$ cat src/rtl/core/dcp_pkg.sv
// Shared types, constants and the control store of the delta correlation prefetcher.
// Used by dcp_useq, dcp_datapath and the core top level; depends on nothing else.
package dcp_pkg;

    localparam int DELTA_W     = 32;
    localparam int ADDR_W      = 64;
    localparam int ACT_W       = 2;
    localparam int HLEN_W      = 6;
    localparam int PDEPTH_W    = 5;
    localparam int CFG_IDX_W   = 2;
    localparam int CFG_DATA_W  = 8;
    localparam int OUT_TDATA_W = 72;
    localparam int OUT_PAD_W   = OUT_TDATA_W - ADDR_W - 2;

    localparam logic [HLEN_W-1:0]   HLEN_RST   = 6'd32;
    localparam logic [PDEPTH_W-1:0] PDEPTH_RST = 5'd4;

    localparam logic [CFG_IDX_W-1:0] CFG_HIST_LEN = 2'd0;
    localparam logic [CFG_IDX_W-1:0] CFG_PF_DEPTH = 2'd1;

    typedef enum logic [1:0] {
        ACT_RECORD  = 2'd0,
        ACT_REQUEST = 2'd1,
        ACT_CLEAR   = 2'd2,
        ACT_NOP     = 2'd3
    } t_action;

    typedef enum logic [3:0] {
        L_IDLE    = 4'd0,
        L_PRIME   = 4'd1,
        L_FULL    = 4'd2,
        L_REC     = 4'd3,
        L_CMP     = 4'd4,
        L_RDONE   = 4'd5,
        L_CLEAR   = 4'd6,
        L_NONE    = 4'd7,
        L_EMIT1   = 4'd8,
        L_STRIDE  = 4'd9,
        L_REPLAY  = 4'd10,
        L_PF_RD   = 4'd11,
        L_PF_ADD  = 4'd12,
        L_PF_EMIT = 4'd13,
        L_PF_NEXT = 4'd14,
        L_RET     = 4'd15
    } t_upc;

    typedef enum logic [3:0] {
        OP_NOP       = 4'd0,
        OP_PRIME     = 4'd1,
        OP_FULL      = 4'd2,
        OP_REC       = 4'd3,
        OP_CMP       = 4'd4,
        OP_RDONE     = 4'd5,
        OP_CLEAR     = 4'd6,
        OP_ZERO      = 4'd7,
        OP_EMIT1     = 4'd8,
        OP_PF_INIT_S = 4'd9,
        OP_PF_INIT_R = 4'd10,
        OP_RD        = 4'd11,
        OP_ADD       = 4'd12,
        OP_PF_EMIT   = 4'd13
    } t_op;

    typedef enum logic [2:0] {
        NX_NEXT = 3'd0,
        NX_JUMP = 3'd1,
        NX_COND = 3'd2,
        NX_WAIT = 3'd3,
        NX_DISP = 3'd4
    } t_nx;

    typedef enum logic [2:0] {
        C_ALWAYS   = 3'd0,
        C_OUT_FREE = 3'd1,
        C_K_LAST   = 3'd2,
        C_PF_MORE  = 3'd3,
        C_SHORT    = 3'd4
    } t_cond;

    typedef struct packed {
        t_op   op;
        t_nx   nx;
        t_cond cond;
        t_upc  target;
        logic  in_ready;
    } t_uword;

    typedef struct packed {
        t_op  op;
        logic in_ready;
    } t_ctrl;

    typedef struct packed {
        logic primed;
        logic full;
        logic stride_lk;
        logic pat_ok;
        logic depth_zero;
        logic short_hist;
        logic k_last;
        logic pf_more;
        logic out_free;
    } t_stat;

    function automatic t_uword mk(input t_op op, input t_nx nx, input t_cond cond,
                                  input t_upc target, input logic rdy);
        t_uword w;
        w.op       = op;
        w.nx       = nx;
        w.cond     = cond;
        w.target   = target;
        w.in_ready = rdy;
        return w;
    endfunction

    function automatic t_uword ucode(input t_upc pc);
        t_uword w;
        case (pc)
            L_IDLE:    w = mk(OP_NOP,       NX_DISP, C_ALWAYS,   L_IDLE,    1'b1);
            L_PRIME:   w = mk(OP_PRIME,     NX_JUMP, C_ALWAYS,   L_EMIT1,   1'b0);
            L_FULL:    w = mk(OP_FULL,      NX_JUMP, C_ALWAYS,   L_EMIT1,   1'b0);
            L_REC:     w = mk(OP_REC,       NX_COND, C_SHORT,    L_EMIT1,   1'b0);
            L_CMP:     w = mk(OP_CMP,       NX_WAIT, C_K_LAST,   L_RDONE,   1'b0);
            L_RDONE:   w = mk(OP_RDONE,     NX_JUMP, C_ALWAYS,   L_EMIT1,   1'b0);
            L_CLEAR:   w = mk(OP_CLEAR,     NX_JUMP, C_ALWAYS,   L_EMIT1,   1'b0);
            L_NONE:    w = mk(OP_ZERO,      NX_JUMP, C_ALWAYS,   L_EMIT1,   1'b0);
            L_EMIT1:   w = mk(OP_EMIT1,     NX_WAIT, C_OUT_FREE, L_IDLE,    1'b0);
            L_STRIDE:  w = mk(OP_PF_INIT_S, NX_JUMP, C_ALWAYS,   L_PF_RD,   1'b0);
            L_REPLAY:  w = mk(OP_PF_INIT_R, NX_NEXT, C_ALWAYS,   L_PF_RD,   1'b0);
            L_PF_RD:   w = mk(OP_RD,        NX_NEXT, C_ALWAYS,   L_PF_ADD,  1'b0);
            L_PF_ADD:  w = mk(OP_ADD,       NX_NEXT, C_ALWAYS,   L_PF_EMIT, 1'b0);
            L_PF_EMIT: w = mk(OP_PF_EMIT,   NX_WAIT, C_OUT_FREE, L_PF_NEXT, 1'b0);
            L_PF_NEXT: w = mk(OP_NOP,       NX_COND, C_PF_MORE,  L_PF_RD,   1'b0);
            L_RET:     w = mk(OP_NOP,       NX_JUMP, C_ALWAYS,   L_IDLE,    1'b0);
            default:   w = mk(OP_NOP,       NX_JUMP, C_ALWAYS,   L_IDLE,    1'b0);
        endcase
        return w;
    endfunction

    function automatic logic [ADDR_W-1:0] sext_delta(input logic [DELTA_W-1:0] d);
        return {{(ADDR_W-DELTA_W){d[DELTA_W-1]}}, d};
    endfunction

endpackage

$ cat src/rtl/core/dcp_ram.sv
// Generic single-write, single-read RAM with a registered read port.
// Stands alone; holds the delta history of the prefetcher.
module dcp_ram #(
    parameter int WIDTH = 32,
    parameter int DEPTH = 32
) (
    input  logic                     i_clk,
    input  logic                     i_we,
    input  logic [$clog2(DEPTH)-1:0] i_waddr,
    input  logic [WIDTH-1:0]         i_wdata,
    input  logic                     i_re,
    input  logic [$clog2(DEPTH)-1:0] i_raddr,
    output logic [WIDTH-1:0]         o_rdata
);

    logic [WIDTH-1:0] r_mem [DEPTH];
    logic [WIDTH-1:0] r_rdata;

    always_ff @(posedge i_clk) begin
        if (i_we) begin
            r_mem[i_waddr] <= i_wdata;
        end
        if (i_re) begin
            r_rdata <= r_mem[i_raddr];
        end
    end

    assign o_rdata = r_rdata;

endmodule

$ cat src/rtl/core/dcp_useq.sv
// Micro-sequencer: step counter, control store lookup, condition select and dispatch.
// Depends on dcp_pkg for the control word, label and status types.
module dcp_useq import dcp_pkg::*; (
    input  logic              i_clk,
    input  logic              i_rst_n,
    input  logic              i_in_acc,
    input  logic [ACT_W-1:0]  i_action,
    input  t_stat             i_stat,
    output t_ctrl             o_ctrl
);

    t_upc   r_upc;
    t_upc   n_upc;
    t_upc   w_disp;
    t_upc   w_inc;
    t_uword w_uw;
    logic   w_cond;

    assign w_uw  = ucode(r_upc);
    assign w_inc = t_upc'(4'(r_upc + 4'd1));

    always_comb begin
        case (w_uw.cond)
            C_ALWAYS:   w_cond = 1'b1;
            C_OUT_FREE: w_cond = i_stat.out_free;
            C_K_LAST:   w_cond = i_stat.k_last;
            C_PF_MORE:  w_cond = i_stat.pf_more;
            C_SHORT:    w_cond = i_stat.short_hist;
            default:    w_cond = 1'b0;
        endcase
    end

    always_comb begin
        case (t_action'(i_action))
            ACT_RECORD: begin
                if (!i_stat.primed) begin
                    w_disp = L_PRIME;
                end else if (i_stat.full) begin
                    w_disp = L_FULL;
                end else begin
                    w_disp = L_REC;
                end
            end
            ACT_REQUEST: begin
                if (i_stat.depth_zero) begin
                    w_disp = L_NONE;
                end else if (i_stat.stride_lk) begin
                    w_disp = L_STRIDE;
                end else if (i_stat.pat_ok) begin
                    w_disp = L_REPLAY;
                end else begin
                    w_disp = L_NONE;
                end
            end
            ACT_CLEAR: w_disp = L_CLEAR;
            default:   w_disp = L_NONE;
        endcase
    end

    always_comb begin
        case (w_uw.nx)
            NX_NEXT: n_upc = w_inc;
            NX_JUMP: n_upc = w_uw.target;
            NX_COND: n_upc = w_cond ? w_uw.target : w_inc;
            NX_WAIT: n_upc = w_cond ? w_uw.target : r_upc;
            NX_DISP: n_upc = i_in_acc ? w_disp : r_upc;
            default: n_upc = L_IDLE;
        endcase
    end

    always_ff @(posedge i_clk) begin
        if (!i_rst_n) begin
            r_upc <= L_IDLE;
        end else begin
            r_upc <= n_upc;
        end
    end

    assign o_ctrl.op       = w_uw.op;
    assign o_ctrl.in_ready = w_uw.in_ready;

endmodule

$ cat src/rtl/core/dcp_datapath.sv
// Datapath: configuration, address and delta state, compare windows, history RAM
// and the result register. Depends on dcp_pkg and dcp_ram.
module dcp_datapath import dcp_pkg::*; #(
    parameter int HISTORY_DEPTH = 32,
    parameter int MATCH_DEPTH   = 4,
    parameter int MAX_PREFETCH  = 16
) (
    input  logic                  i_clk,
    input  logic                  i_rst_n,
    input  t_ctrl                 i_ctrl,
    input  logic                  i_in_acc,
    input  logic [ADDR_W-1:0]     i_lba,
    input  logic                  i_cfg_we,
    input  logic [CFG_IDX_W-1:0]  i_cfg_index,
    input  logic [CFG_DATA_W-1:0] i_cfg_data,
    input  logic                  i_out_ready,
    output t_stat                 o_stat,
    output logic                  o_valid,
    output logic                  o_trig,
    output logic                  o_full,
    output logic                  o_avalid,
    output logic [ADDR_W-1:0]     o_addr,
    output logic                  o_last
);

    localparam int AW      = $clog2(HISTORY_DEPTH);
    localparam int CNT_MAX = (HISTORY_DEPTH > MATCH_DEPTH + 1) ? HISTORY_DEPTH
                                                               : MATCH_DEPTH + 1;
    localparam int CW      = $clog2(CNT_MAX + 1);
    localparam int HCW     = (CW > HLEN_W) ? CW : HLEN_W;
    localparam int KW      = $clog2(MATCH_DEPTH);
    localparam int PW      = ($clog2(MAX_PREFETCH + 1) > PDEPTH_W) ? $clog2(MAX_PREFETCH + 1)
                                                                   : PDEPTH_W;

    logic [HLEN_W-1:0]   r_hist_len,  n_hist_len;
    logic [PDEPTH_W-1:0] r_pf_depth,  n_pf_depth;
    logic [ADDR_W-1:0]   r_lba,       n_lba;
    logic [ADDR_W-1:0]   r_prev,      n_prev;
    logic                r_primed,    n_primed;
    logic [CW-1:0]       r_count,     n_count;
    logic [DELTA_W-1:0]  r_stride,    n_stride;
    logic                r_stride_lk, n_stride_lk;
    logic                r_pat,       n_pat;
    logic                r_match,     n_match;
    logic [KW-1:0]       r_ck,        n_ck;
    logic [DELTA_W-1:0]  r_head [MATCH_DEPTH];
    logic [DELTA_W-1:0]  n_head [MATCH_DEPTH];
    logic [DELTA_W-1:0]  r_tail [MATCH_DEPTH];
    logic [DELTA_W-1:0]  n_tail [MATCH_DEPTH];
    logic                r_trig,      n_trig;
    logic                r_full,      n_full;
    logic [ADDR_W-1:0]   r_addr,      n_addr;
    logic                r_use_str,   n_use_str;
    logic [PW-1:0]       r_pk,        n_pk;
    logic [PW-1:0]       r_n,         n_n;
    logic [AW-1:0]       r_pos,       n_pos;
    logic [AW-1:0]       r_start,     n_start;
    logic                r_ovalid,    n_ovalid;
    logic                r_otrig,     n_otrig;
    logic                r_ofull,     n_ofull;
    logic                r_oavalid,   n_oavalid;
    logic [ADDR_W-1:0]   r_oaddr,     n_oaddr;
    logic                r_olast,     n_olast;

    logic [DELTA_W-1:0]  w_delta;
    logic [DELTA_W-1:0]  w_rdata;
    logic [DELTA_W-1:0]  w_ref;
    logic [HCW-1:0]      w_cap;
    logic [PW-1:0]       w_n_eff;
    logic [AW-1:0]       w_start;
    logic                w_out_free;
    logic                w_cnt_eq_m;
    logic                w_we;
    logic                w_re;

    assign w_delta    = r_prev[DELTA_W-1:0] - r_lba[DELTA_W-1:0];
    assign w_cap      = (HCW'(r_hist_len) > HCW'(HISTORY_DEPTH)) ? HCW'(HISTORY_DEPTH)
                                                                 : HCW'(r_hist_len);
    assign w_n_eff    = (PW'(r_pf_depth) > PW'(MAX_PREFETCH)) ? PW'(MAX_PREFETCH)
                                                              : PW'(r_pf_depth);
    assign w_start    = AW'(r_count - CW'(MATCH_DEPTH + 1));
    assign w_out_free = !r_ovalid || i_out_ready;
    assign w_cnt_eq_m = (r_count == CW'(MATCH_DEPTH));
    assign w_ref      = w_cnt_eq_m ? r_stride : r_tail[0];
    assign w_we       = (i_ctrl.op == OP_REC);
    assign w_re       = (i_ctrl.op == OP_RD);

    dcp_ram #(
        .WIDTH(DELTA_W),
        .DEPTH(HISTORY_DEPTH)
    ) u_hist (
        .i_clk   (i_clk),
        .i_we    (w_we),
        .i_waddr (r_count[AW-1:0]),
        .i_wdata (w_delta),
        .i_re    (w_re),
        .i_raddr (r_pos),
        .o_rdata (w_rdata)
    );

    always_comb begin
        n_hist_len  = r_hist_len;
        n_pf_depth  = r_pf_depth;
        n_lba       = r_lba;
        n_prev      = r_prev;
        n_primed    = r_primed;
        n_count     = r_count;
        n_stride    = r_stride;
        n_stride_lk = r_stride_lk;
        n_pat       = r_pat;
        n_match     = r_match;
        n_ck        = r_ck;
        n_head      = r_head;
        n_tail      = r_tail;
        n_trig      = r_trig;
        n_full      = r_full;
        n_addr      = r_addr;
        n_use_str   = r_use_str;
        n_pk        = r_pk;
        n_n         = r_n;
        n_pos       = r_pos;
        n_start     = r_start;
        n_ovalid    = r_ovalid && !i_out_ready;
        n_otrig     = r_otrig;
        n_ofull     = r_ofull;
        n_oavalid   = r_oavalid;
        n_oaddr     = r_oaddr;
        n_olast     = r_olast;

        if (i_cfg_we) begin
            if (i_cfg_index == CFG_HIST_LEN) begin
                n_hist_len = i_cfg_data[HLEN_W-1:0];
            end else if (i_cfg_index == CFG_PF_DEPTH) begin
                n_pf_depth = i_cfg_data[PDEPTH_W-1:0];
            end
        end
        if (i_in_acc) begin
            n_lba = i_lba;
        end

        case (i_ctrl.op)
            OP_PRIME: begin
                n_prev   = r_lba;
                n_primed = 1'b1;
                n_trig   = 1'b0;
                n_full   = 1'b0;
            end
            OP_FULL: begin
                n_trig = 1'b0;
                n_full = 1'b1;
            end
            OP_REC: begin
                for (int i = 0; i < MATCH_DEPTH - 1; i++) begin
                    n_tail[i] = r_tail[i+1];
                end
                n_tail[MATCH_DEPTH-1] = w_delta;
                if (r_count < CW'(MATCH_DEPTH)) begin
                    for (int i = 0; i < MATCH_DEPTH - 1; i++) begin
                        n_head[i] = r_head[i+1];
                    end
                    n_head[MATCH_DEPTH-1] = w_delta;
                end
                if (r_count == '0) begin
                    n_stride = w_delta;
                end
                n_count = CW'(r_count + CW'(1));
                n_prev  = r_lba;
                n_trig  = 1'b0;
                n_full  = 1'b0;
                n_match = 1'b1;
                n_ck    = '0;
            end
            OP_CMP: begin
                if (r_head[0] != w_ref) begin
                    n_match = 1'b0;
                end
                for (int i = 0; i < MATCH_DEPTH - 1; i++) begin
                    n_head[i] = r_head[i+1];
                    n_tail[i] = r_tail[i+1];
                end
                n_head[MATCH_DEPTH-1] = r_head[0];
                n_tail[MATCH_DEPTH-1] = r_tail[0];
                n_ck = KW'(r_ck + KW'(1));
            end
            OP_RDONE: begin
                if (w_cnt_eq_m) begin
                    if (r_match) begin
                        n_stride_lk = 1'b1;
                        n_trig      = 1'b1;
                    end
                end else begin
                    n_pat  = r_match;
                    n_trig = r_match;
                end
            end
            OP_CLEAR: begin
                n_prev      = '0;
                n_primed    = 1'b0;
                n_count     = '0;
                n_stride    = '0;
                n_stride_lk = 1'b0;
                n_pat       = 1'b0;
                n_trig      = 1'b0;
                n_full      = 1'b0;
            end
            OP_ZERO: begin
                n_trig = 1'b0;
                n_full = 1'b0;
            end
            OP_EMIT1: begin
                if (w_out_free) begin
                    n_ovalid  = 1'b1;
                    n_otrig   = r_trig;
                    n_ofull   = r_full;
                    n_oavalid = 1'b0;
                    n_oaddr   = '0;
                    n_olast   = 1'b1;
                end
            end
            OP_PF_INIT_S, OP_PF_INIT_R: begin
                n_addr    = r_lba;
                n_pk      = '0;
                n_n       = w_n_eff;
                n_use_str = (i_ctrl.op == OP_PF_INIT_S);
                n_pos     = w_start;
                n_start   = w_start;
            end
            OP_ADD: begin
                n_addr = r_addr + (r_use_str ? sext_delta(r_stride) : sext_delta(w_rdata));
            end
            OP_PF_EMIT: begin
                if (w_out_free) begin
                    n_ovalid  = 1'b1;
                    n_otrig   = 1'b0;
                    n_ofull   = 1'b0;
                    n_oavalid = 1'b1;
                    n_oaddr   = r_addr;
                    n_olast   = (PW'(r_pk + PW'(1)) == r_n);
                    n_pk      = PW'(r_pk + PW'(1));
                    n_pos     = (r_pos == '0) ? r_start : AW'(r_pos - AW'(1));
                end
            end
            default: begin
            end
        endcase
    end

    always_ff @(posedge i_clk) begin
        if (!i_rst_n) begin
            r_hist_len  <= HLEN_RST;
            r_pf_depth  <= PDEPTH_RST;
            r_primed    <= 1'b0;
            r_count     <= '0;
            r_stride_lk <= 1'b0;
            r_pat       <= 1'b0;
            r_ovalid    <= 1'b0;
        end else begin
            r_hist_len  <= n_hist_len;
            r_pf_depth  <= n_pf_depth;
            r_primed    <= n_primed;
            r_count     <= n_count;
            r_stride_lk <= n_stride_lk;
            r_pat       <= n_pat;
            r_ovalid    <= n_ovalid;
        end
    end

    always_ff @(posedge i_clk) begin
        r_lba     <= n_lba;
        r_prev    <= n_prev;
        r_stride  <= n_stride;
        r_match   <= n_match;
        r_ck      <= n_ck;
        r_head    <= n_head;
        r_tail    <= n_tail;
        r_trig    <= n_trig;
        r_full    <= n_full;
        r_addr    <= n_addr;
        r_use_str <= n_use_str;
        r_pk      <= n_pk;
        r_n       <= n_n;
        r_pos     <= n_pos;
        r_start   <= n_start;
        r_otrig   <= n_otrig;
        r_ofull   <= n_ofull;
        r_oavalid <= n_oavalid;
        r_oaddr   <= n_oaddr;
        r_olast   <= n_olast;
    end

    assign o_stat.primed     = r_primed;
    assign o_stat.full       = (HCW'(r_count) >= w_cap);
    assign o_stat.stride_lk  = r_stride_lk;
    assign o_stat.pat_ok     = r_pat && (r_count > CW'(MATCH_DEPTH));
    assign o_stat.depth_zero = (w_n_eff == '0);
    assign o_stat.short_hist = (r_count < CW'(MATCH_DEPTH - 1));
    assign o_stat.k_last     = (r_ck == KW'(MATCH_DEPTH - 1));
    assign o_stat.pf_more    = (r_pk < r_n);
    assign o_stat.out_free   = w_out_free;

    assign o_valid  = r_ovalid;
    assign o_trig   = r_otrig;
    assign o_full   = r_ofull;
    assign o_avalid = r_oavalid;
    assign o_addr   = r_oaddr;
    assign o_last   = r_olast;

endmodule

$ cat src/rtl/core/delta_correlation_prefetcher_core.sv
// Delta correlation prefetcher core. A record goes from accept through prime, full or record to
// the result load, via the compare loop and its done step when history allows; a request runs
// setup, then per prefetch address a history RAM read, add, result load and loop test, then a
// return. Clear, no-operation and empty requests go to a result load. Each result load waits while
// the output holds an item not yet taken; a new item is accepted while the last result waits.
// Synchronous active-low reset clears control state and loads register defaults; history RAM kept.
module delta_correlation_prefetcher_core import dcp_pkg::*; #(
    parameter int HISTORY_DEPTH = 32,
    parameter int MATCH_DEPTH   = 4,
    parameter int MAX_PREFETCH  = 16
) (
    input  logic                   i_clk,
    input  logic                   i_rst_n,
    input  logic                   i_s_tvalid,
    output logic                   o_s_tready,
    input  logic [ADDR_W-1:0]      i_s_tdata,   // lba
    input  logic [ACT_W-1:0]       i_s_tuser,   // action
    output logic                   o_m_tvalid,
    input  logic                   i_m_tready,
    output logic [OUT_TDATA_W-1:0] o_m_tdata,   // triggered, history_full, prefetch_addr, zeros
    output logic [0:0]             o_m_tuser,   // addr_valid
    output logic                   o_m_tlast,
    input  logic                   i_cfg_valid,
    output logic                   o_cfg_ready,
    input  logic [CFG_IDX_W-1:0]   i_cfg_index,
    input  logic [CFG_DATA_W-1:0]  i_cfg_data
);

    t_ctrl             w_ctrl;
    t_stat             w_stat;
    logic              w_in_acc;
    logic              w_trig;
    logic              w_full;
    logic              w_avalid;
    logic [ADDR_W-1:0] w_addr;

    assign o_s_tready  = w_ctrl.in_ready;
    assign w_in_acc    = i_s_tvalid && w_ctrl.in_ready;
    assign o_cfg_ready = 1'b1;

    dcp_useq u_useq (
        .i_clk    (i_clk),
        .i_rst_n  (i_rst_n),
        .i_in_acc (w_in_acc),
        .i_action (i_s_tuser),
        .i_stat   (w_stat),
        .o_ctrl   (w_ctrl)
    );

    dcp_datapath #(
        .HISTORY_DEPTH(HISTORY_DEPTH),
        .MATCH_DEPTH  (MATCH_DEPTH),
        .MAX_PREFETCH (MAX_PREFETCH)
    ) u_dp (
        .i_clk       (i_clk),
        .i_rst_n     (i_rst_n),
        .i_ctrl      (w_ctrl),
        .i_in_acc    (w_in_acc),
        .i_lba       (i_s_tdata),
        .i_cfg_we    (i_cfg_valid),
        .i_cfg_index (i_cfg_index),
        .i_cfg_data  (i_cfg_data),
        .i_out_ready (i_m_tready),
        .o_stat      (w_stat),
        .o_valid     (o_m_tvalid),
        .o_trig      (w_trig),
        .o_full      (w_full),
        .o_avalid    (w_avalid),
        .o_addr      (w_addr),
        .o_last      (o_m_tlast)
    );

    assign o_m_tdata = {{OUT_PAD_W{1'b0}}, w_addr, w_full, w_trig};
    assign o_m_tuser = w_avalid;

    // Every item moves the sequencer out of its accept step.
    a_accept_leaves_idle: assert property (@(posedge i_clk) disable iff (!i_rst_n)
        w_in_acc |=> !o_s_tready)
        else $error("input accepted on two consecutive cycles");

    // Record, clear and no-operation results are always single items.
    a_single_result: assert property (@(posedge i_clk) disable iff (!i_rst_n)
        (o_m_tvalid && !o_m_tuser[0]) |-> o_m_tlast)
        else $error("non-address result without last");

    // Address results carry no record flags.
    a_addr_no_flags: assert property (@(posedge i_clk) disable iff (!i_rst_n)
        (o_m_tvalid && o_m_tuser[0]) |-> (o_m_tdata[1:0] == 2'b00))
        else $error("address result with record flags set");

    // A record rejected on a full history never reports a trigger.
    a_full_flag_alone: assert property (@(posedge i_clk) disable iff (!i_rst_n)
        (o_m_tvalid && o_m_tdata[1]) |-> !o_m_tdata[0])
        else $error("history full and triggered on the same result");

endmodule

$ cat config.mk
export PLATFORM = sky130hd
export DESIGN_NAME = delta_correlation_prefetcher_core
export DESIGN_NICKNAME = d
export VERILOG_FILES = /design/src/rtl/core/dcp_pkg.sv /design/src/rtl/core/dcp_ram.sv /design/src/rtl/core/dcp_useq.sv /design/src/rtl/core/dcp_datapath.sv /design/src/rtl/core/delta_correlation_prefetcher_core.sv
export SDC_FILE = /design/constraint.sdc
export NUM_CORES = 2
export LEC_CHECK = 0
export CAP_MARGIN = 20
export CORE_MARGIN = 2
export CORE_UTILIZATION = 50
export DETAILED_ROUTE_END_ITERATION = 7
export DONT_BUFFER_PORTS = 1
export PLACE_DENSITY = 0.69
export SLEW_MARGIN = 20
export SYNTH_ARGS = -nofsm -noshare
export SYNTH_HDL_FRONTEND = slang
export SYNTH_SLANG_ARGS = --single-unit
$ cat constraint.sdc
create_clock -name i_clk -period 9.9 [get_ports i_clk]
set_clock_uncertainty 0.2 [all_clocks]
set_input_delay 1.485 -clock i_clk [delete_from_list [all_inputs] [get_ports i_clk]]
set_output_delay 1.485 -clock i_clk [all_outputs]
set_load 0.1 [all_outputs]
* Yosys cells after proc, flatten, opt, wreduce, memory -nomap -nowiden
Memory sizes are Yosys's and may differ from the RTL's. A register that Yosys moved wholly into a read port is not among the register bits.
Cells that the tools add are included.
** Word-level totals
- Output and inout port bits :: 77
- Logic and storage cells :: 188
- RAM bits :: 1024
- Bits in read-only memories :: 240
- Bits in registers :: 567
- Memories :: 2
- Input port bits :: 81
** Cells by class
- Muxes and demuxes :: 58
- Add/subtract/negate cells :: 8
- Eq/ne operators :: 39
- Reductions and logical operators :: 39
- $lt $le $gt $ge :: 7
- Bitwise logic cells :: 1
** Memories
- u_dp.u_hist.r_mem :: depth 32, width 32, rd ports 1, clocked after memory_dff 1, wr ports 1, RTL line dcp_ram.sv:16 : logic [WIDTH-1:0] r_mem [DEPTH];
- (name not given) :: depth 16, width 15, rd ports 1, clocked after memory_dff 1, wr ports 0, RTL line dcp_pkg.sv:118 : case (pc)
** Operators by type and width (number)
- 128-bit case mux with 2 select lines :: 2
- 64-bit case mux with 2 select lines :: 2
- 64-bit 2-to-1 mux :: 3
- 128-bit 2-to-1 mux :: 1
- 32-bit case mux with 2 select lines :: 2
- 64-bit adder :: 1
- 32-bit 2-to-1 mux :: 2
- 4-bit 2-to-1 mux :: 9
- 32-bit != test :: 1
- 32-bit subtractor :: 1
- 4-bit equality test, second input constant :: 6
- 5-bit 2-to-1 mux :: 4
- 1-bit case mux with 2 select lines :: 10
- 4-bit case mux with 5 select lines :: 1
- 5-bit case mux with 2 select lines :: 2
- 2-bit nonzero test :: 10
- 2-bit by 1-bit != test with 1-bit output, second input constant :: 9
- 4-bit by 3-bit equality test with 1-bit output, second input constant :: 4
- 2-bit AND reduction :: 8
- 1-bit 2-to-1 mux :: 15
- 3-bit by 2-bit equality test with 1-bit output, second input constant :: 4
- 4-bit case mux with 3 select lines :: 1
- 6-bit case mux with 2 select lines :: 1
- 5-bit zero test :: 2
- 37 further kinds :: 51

* Depth between registers and ports, before layout
- Word-level depth :: 10
- Mapped depth :: 17
- Gate-level depth less buffers :: 17

* Cells and area by module
From an unflattened synthesis, not the netlist that was laid out.
** Second synthesis, totals
- Cell total of the unflattened synthesis :: 4525
- Area total of the unflattened synthesis :: 68588.3 µm²
** Modules (own cells, without submodules)
- dcp_ram :: instances 1, area each 40812.9 µm², seq. area each 31710.4 µm², cells each 2260
- dcp_datapath :: instances 1, area each 26511.7 µm², seq. area each 16696.0 µm², cells each 2118
- dcp_useq :: instances 1, area each 1182.4 µm², seq. area each 360.3 µm², cells each 135
- delta_correlation_prefetcher_core :: instances 1, area each 81.3 µm², seq. area each 0.0 µm², cells each 12

* Worst setup path before layout
Ideal clock, no wire load.
- Path type :: reg-to-reg
- Start point :: register u_useq.w_uw[11] (netlist name)
- End point :: register u_dp.r_head[0] (netlist name), enable pin
- Path slack :: -1009 ps
- Buffers on the path :: 1
- Library setup time :: 792 ps
- Clock period less this slack :: 10909 ps
- Arrival :: 9917 ps
- Data required time :: 8908 ps
- Cell stages (with the launch flop) :: 5
- Cells stage by stage :: dfxtp_1 -> clkbuf_1 -> nand2_1 -> or3_1 -> o21ai_0
** Between the ends
- Cells in the longest elaborated chain, start to end :: 3
- Elaborated cells between the ends (all ways) :: 5
- Those cells by class :: eq/ne: 3; reduce/logical: 2
** RTL lines
- 4-bit by 2-bit equality test with 1-bit output / 4-bit by 3-bit equality test with 1-bit output (equally long branches) :: RTL line dcp_datapath.sv:141 : case (i_ctrl.op)
- 2-bit by 1-bit != test with 1-bit output (no line) / 2-bit nonzero test (equally long branches)
- 2-bit AND reduction (no line) *
- end signal: assignment :: RTL line dcp_datapath.sv:274 : r_head <= n_head;
- end: declaration :: RTL line dcp_datapath.sv:46 : logic [DELTA_W-1:0] r_head [MATCH_DEPTH];
Mark *: on every way between the ends. The rest lies on a longest branch, timed or not.
A chain may end at the register's enable or synchronous reset.

* Worst setup path after layout
- Start point :: register u_dp.r_lba[10]
- End point :: memory u_dp.u_hist.r_mem[13][30] (data pin)
** Between the ends
- Cells in the longest elaborated chain, start to end :: 1
** RTL lines
- start: declaration :: RTL line dcp_datapath.sv:37 : logic [ADDR_W-1:0] r_lba, n_lba;
- start signal: assignment :: RTL line dcp_datapath.sv:269 : r_lba <= n_lba;
- 32-bit subtractor :: RTL line dcp_datapath.sv:76 : assign w_delta = r_prev[DELTA_W-1:0] - r_lba[DELTA_W-1:0];
- net u_dp.u_hist.i_wdata[30] :: RTL line dcp_ram.sv:10 : input logic [WIDTH-1:0] i_wdata,
- end: declaration :: RTL line dcp_ram.sv:16
The timed path passes the listed nets, and every way through them passes these cells.

==> impl_metrics.csv <==
group,metric,value,unit
run_status,outcome,"finished, final reports clean",
synthesis,netlist_area,67230,um^2
power_and_ir_drop,ir_drop,0.1893,mV
die,die_h,370.7,um
detailed_routing,wl,150.7,mm
global_routing,antenna_found_initial,7,
critical_path,cp_data_required_time,10.05,ns
sta,finalCritPeriodShare,0.5475,
sta,fmax,184.5,MHz
sta,tightest_slew,1.109,ns
critical_path,crit_type,"reg -> reg",
detailed_routing,first_pass_iters,6,
die,die_x,370.7,um
cells_and_area,instances_no_fill,5732,
global_routing,grt_pass1_vias,34020,
placement,dp_hpwl,86.26,mm
power_and_ir_drop,power.leakage,25.15,nW
cells_and_area,post_route_cells_drive_above_1_share,0.1939,
critical_path,cp_cell_sequence,"inv_1, ha_1, and3_1, a31oi_1, o21ai_0, or3_1, a41oi_1, o21bai_1, a31o_2, a41oi_2, o21ai_0, xnor2_1, inv_1",
global_routing,grt_pass1_wl,222.6,mm
global_routing,grtUsageTotal,0.2213,
hold_path,hp-class,"reg -> reg",
synthesis,avgSynthCellArea,17.96,um^2
sta,timing.final.crit_period,5.421,ns
detailed_routing,post_drt_wl_per_cell,26.30,um
power_and_ir_drop,power-per-cell-area,251.0,nW/um^2
die,initial_core_util,0.5037,
synthesis,netlist_instances,3743,
cells_and_area,mostFrequentLayoutCells,"edfxtp_1, mux4_2, nand2_1, clkbuf_16, nor2_1",
power_and_ir_drop,finalPower,18.84,mW
placement,place_ws,4.712,ns
die,ioPinCount,158,
synthesis,synth_edf_count,1598,
placement,port_buffers,0,
cells_and_area,area_growth,11.64,%
synthesis,ys_ff_latch,1637,
synthesis,yosysWarningCount,0,
sta,slew_headroom,0.2552,
sta,drv_slew,0,
critical_path,cp_max_fo,32,
sta,setup_ws,4.479,ns
critical_path,endpoint_kind,"flip-flop",
sta,tns,0,ns
cells_and_area,final_common_cell,"edfxtp_1",
die,dieArea,137400,um^2
clock_tree,cts_num_sinks,1637,
clock_tree,clkLatencyLatePin,0.80,ns
placement,place_inst,5433,
clock_tree,root_buffer,"clkbuf_16",
critical_path,cp_slowest_cell,"xnor2_1",
sta,rsz0062_at_grt,"false",
placement,gp_congestion,0.8771,
global_routing,grt-ovfl-total,0,
cells_and_area,n_fill_cell,9953,
clock_tree,clkTransAtPathRegs,0.06,ns
synthesis,ys_seq_area_frac,0.7254,
detailed_routing,drt_iter0_markers,3446,
detailed_routing,viasPerCell,5.963,
die,core,133500,um^2
detailed_routing,num_vias,34180,
clock_tree,post_cts_resized,0,
cells_and_area,final_nets,4036,
clock_tree,ctsHtreeMaxLevel,4,
global_routing,grt_max_degree,143,
sta,finalHoldViolations,0,
detailed_routing,ant_nets,0,
run,cap_violations,0,
synthesis,synth-async-reset-ratio,0,
critical_path,worstSetupStartpointType,"flip-flop",
clock_tree,cts_buffers,164,
detailed_routing,drc,0,
critical_path,r2r_slack,4.48,ns
synthesis,synth_cell_types,81,
critical_path,max_stage_delay,0.86,ns
clock_tree,cts_tree,"built",
clock_tree,cts_buffer_depth,3,
sta,setup_viol,0,
synthesis,synthFlopType,"edfxtp_1",
clock_tree,cts.hold.buffers_added,0,
clock_tree,post_cts_buffers,0,
die,row_count,134,
critical_path,cp.arrival,5.57,ns
-- critical path, delay by kind of cell (launching register included) --
kind / cells / cell delay, ns
xor+xnor: 1 / 0.86
fa+ha+maj: 1 / 0.29
buf+inv: 2 / 0.82
simple gates: 2 / 0.57
flops: 1 / 0.45
compound gates: 7 / 1.79
-- per-layer routing --
metal,part of all wire,vias to the layer above,GRT usage,wire length (um)
met5,0.000086,-,0,13
met4,0.025,2,0.06688,3810
met3,0.075,225,0.04456,11280
met2,0.49,1308,0.3617,74300
met1,0.41,17680,0.3023,61330
li1,-,14960,-,-
-- cell type report --
type / count / area (um^2) / area share
timing repair buffer: 79 / 638.1 / 0.008502
multi-input combinational: 1855 / 17880 / 0.2383
clock buffer: 202 / 4342 / 0.05785
tap: 1768 / 2212 / 0.02947
clock inverter: 92 / 847.1 / 0.01129
sequential: 1637 / 48770 / 0.6497
inverter: 96 / 360.3 / 0.004801
antenna: 3 / 7.507 / 0.0001000
-- final timing paths --
path,startpoint,to,cells past startpoint
worst max-delay path,u_dp.r_lba[10]$_DFFE_PP_,u_dp.u_hist.r_mem[13][30]$_DFFE_PP_,13
worst min-delay path,u_dp.r_head[67]$_DFFE_PP_,u_dp.r_head[99]$_DFFE_PP_,0
worst max register to register,u_dp.r_lba[10]$_DFFE_PP_,u_dp.u_hist.r_mem[13][30]$_DFFE_PP_,13
worst min register to register,u_dp.r_head[67]$_DFFE_PP_,u_dp.r_head[99]$_DFFE_PP_,0
-- cells in the mapped netlist (10+ instances only) --
master	n	area [um^2]
edfxtp_1	1598	47990
o21ai_0	135	675.7
nor2b_1	39	244.0
xor2_1	64	560.5
a211oi_1	11	82.58
xnor2_1	67	586.8
a21o_1	75	563.0
mux2i_1	53	530.5
dfxtp_1	39	780.8
buf_4	10	75.07
nand4_1	18	112.6
ha_1	120	1501
nor3_1	14	70.07
clkbuf_1	109	409.1
and2_1	93	581.8
nand3_1	34	170.2
o21a_1	13	97.59
or3_1	10	62.56
nor2_1	180	675.7
nand2_1	236	885.9
and3_1	11	68.82
a21oi_1	112	560.5
nand2b_1	24	150.1
mux2_2	68	765.7
inv_1	96	360.4
o21bai_1	20	150.1
mux4_2	320	7207
buf_1	36	135.1
a31oi_1	14	87.58
-- flip-flops by register name, summed over array words and instances (netlist names), 6 cells and up --
name / count
u_dp.r_addr: 64
u_dp.r_head: 128
u_dp.r_stride: 32
u_useq.w_uw: 14
u_dp.u_hist.r_mem: 1024
u_dp.r_count: 6
u_dp.u_hist.o_rdata: 32
u_dp.r_hist_len: 6
u_dp.r_tail: 128
u_dp.o_addr: 64
u_dp.r_lba: 64
u_dp.r_prev: 32
-- power breakdown --
group | total, mW | internal (mW) | switching, mW | leakage [nW]
logic | 3.06 | 0.733 | 2.32 | 7.74
registers | 9.78 | 9.54 | 0.244 | 14.9
clock network | 6.00 | 3.41 | 2.59 | 2.53
-- through the flow --
step	hold WS (ns)	area, um^2	utilization
2_1_floorplan	0.2003	67250	-
3_3_place_gp	0.2003	69810	0.5231
3_5_place_dp	0.2045	69820	0.5231
4_1_cts	0.2098	75010	0.5620
5_1_grt	0.2165	75050	0.5623
6_report	0.2093	75060	0.5624
-- kinds of logic after synthesis --
kind of cell | after synthesis | synth area share
AOI/OAI and AO/OA | 461 | 0.04390
xor gates and xnor gates | 131 | 0.01707
adders and majority gates | 122 | 0.02293
buffers and inverters | 256 | 0.01532
DFF | 1637 | 0.7254
muxes | 441 | 0.1265
other | 2 | 0.0001117
and+or+nand+nor | 693 | 0.04880
No activity file was read; power rests on OpenSTA's default activity.
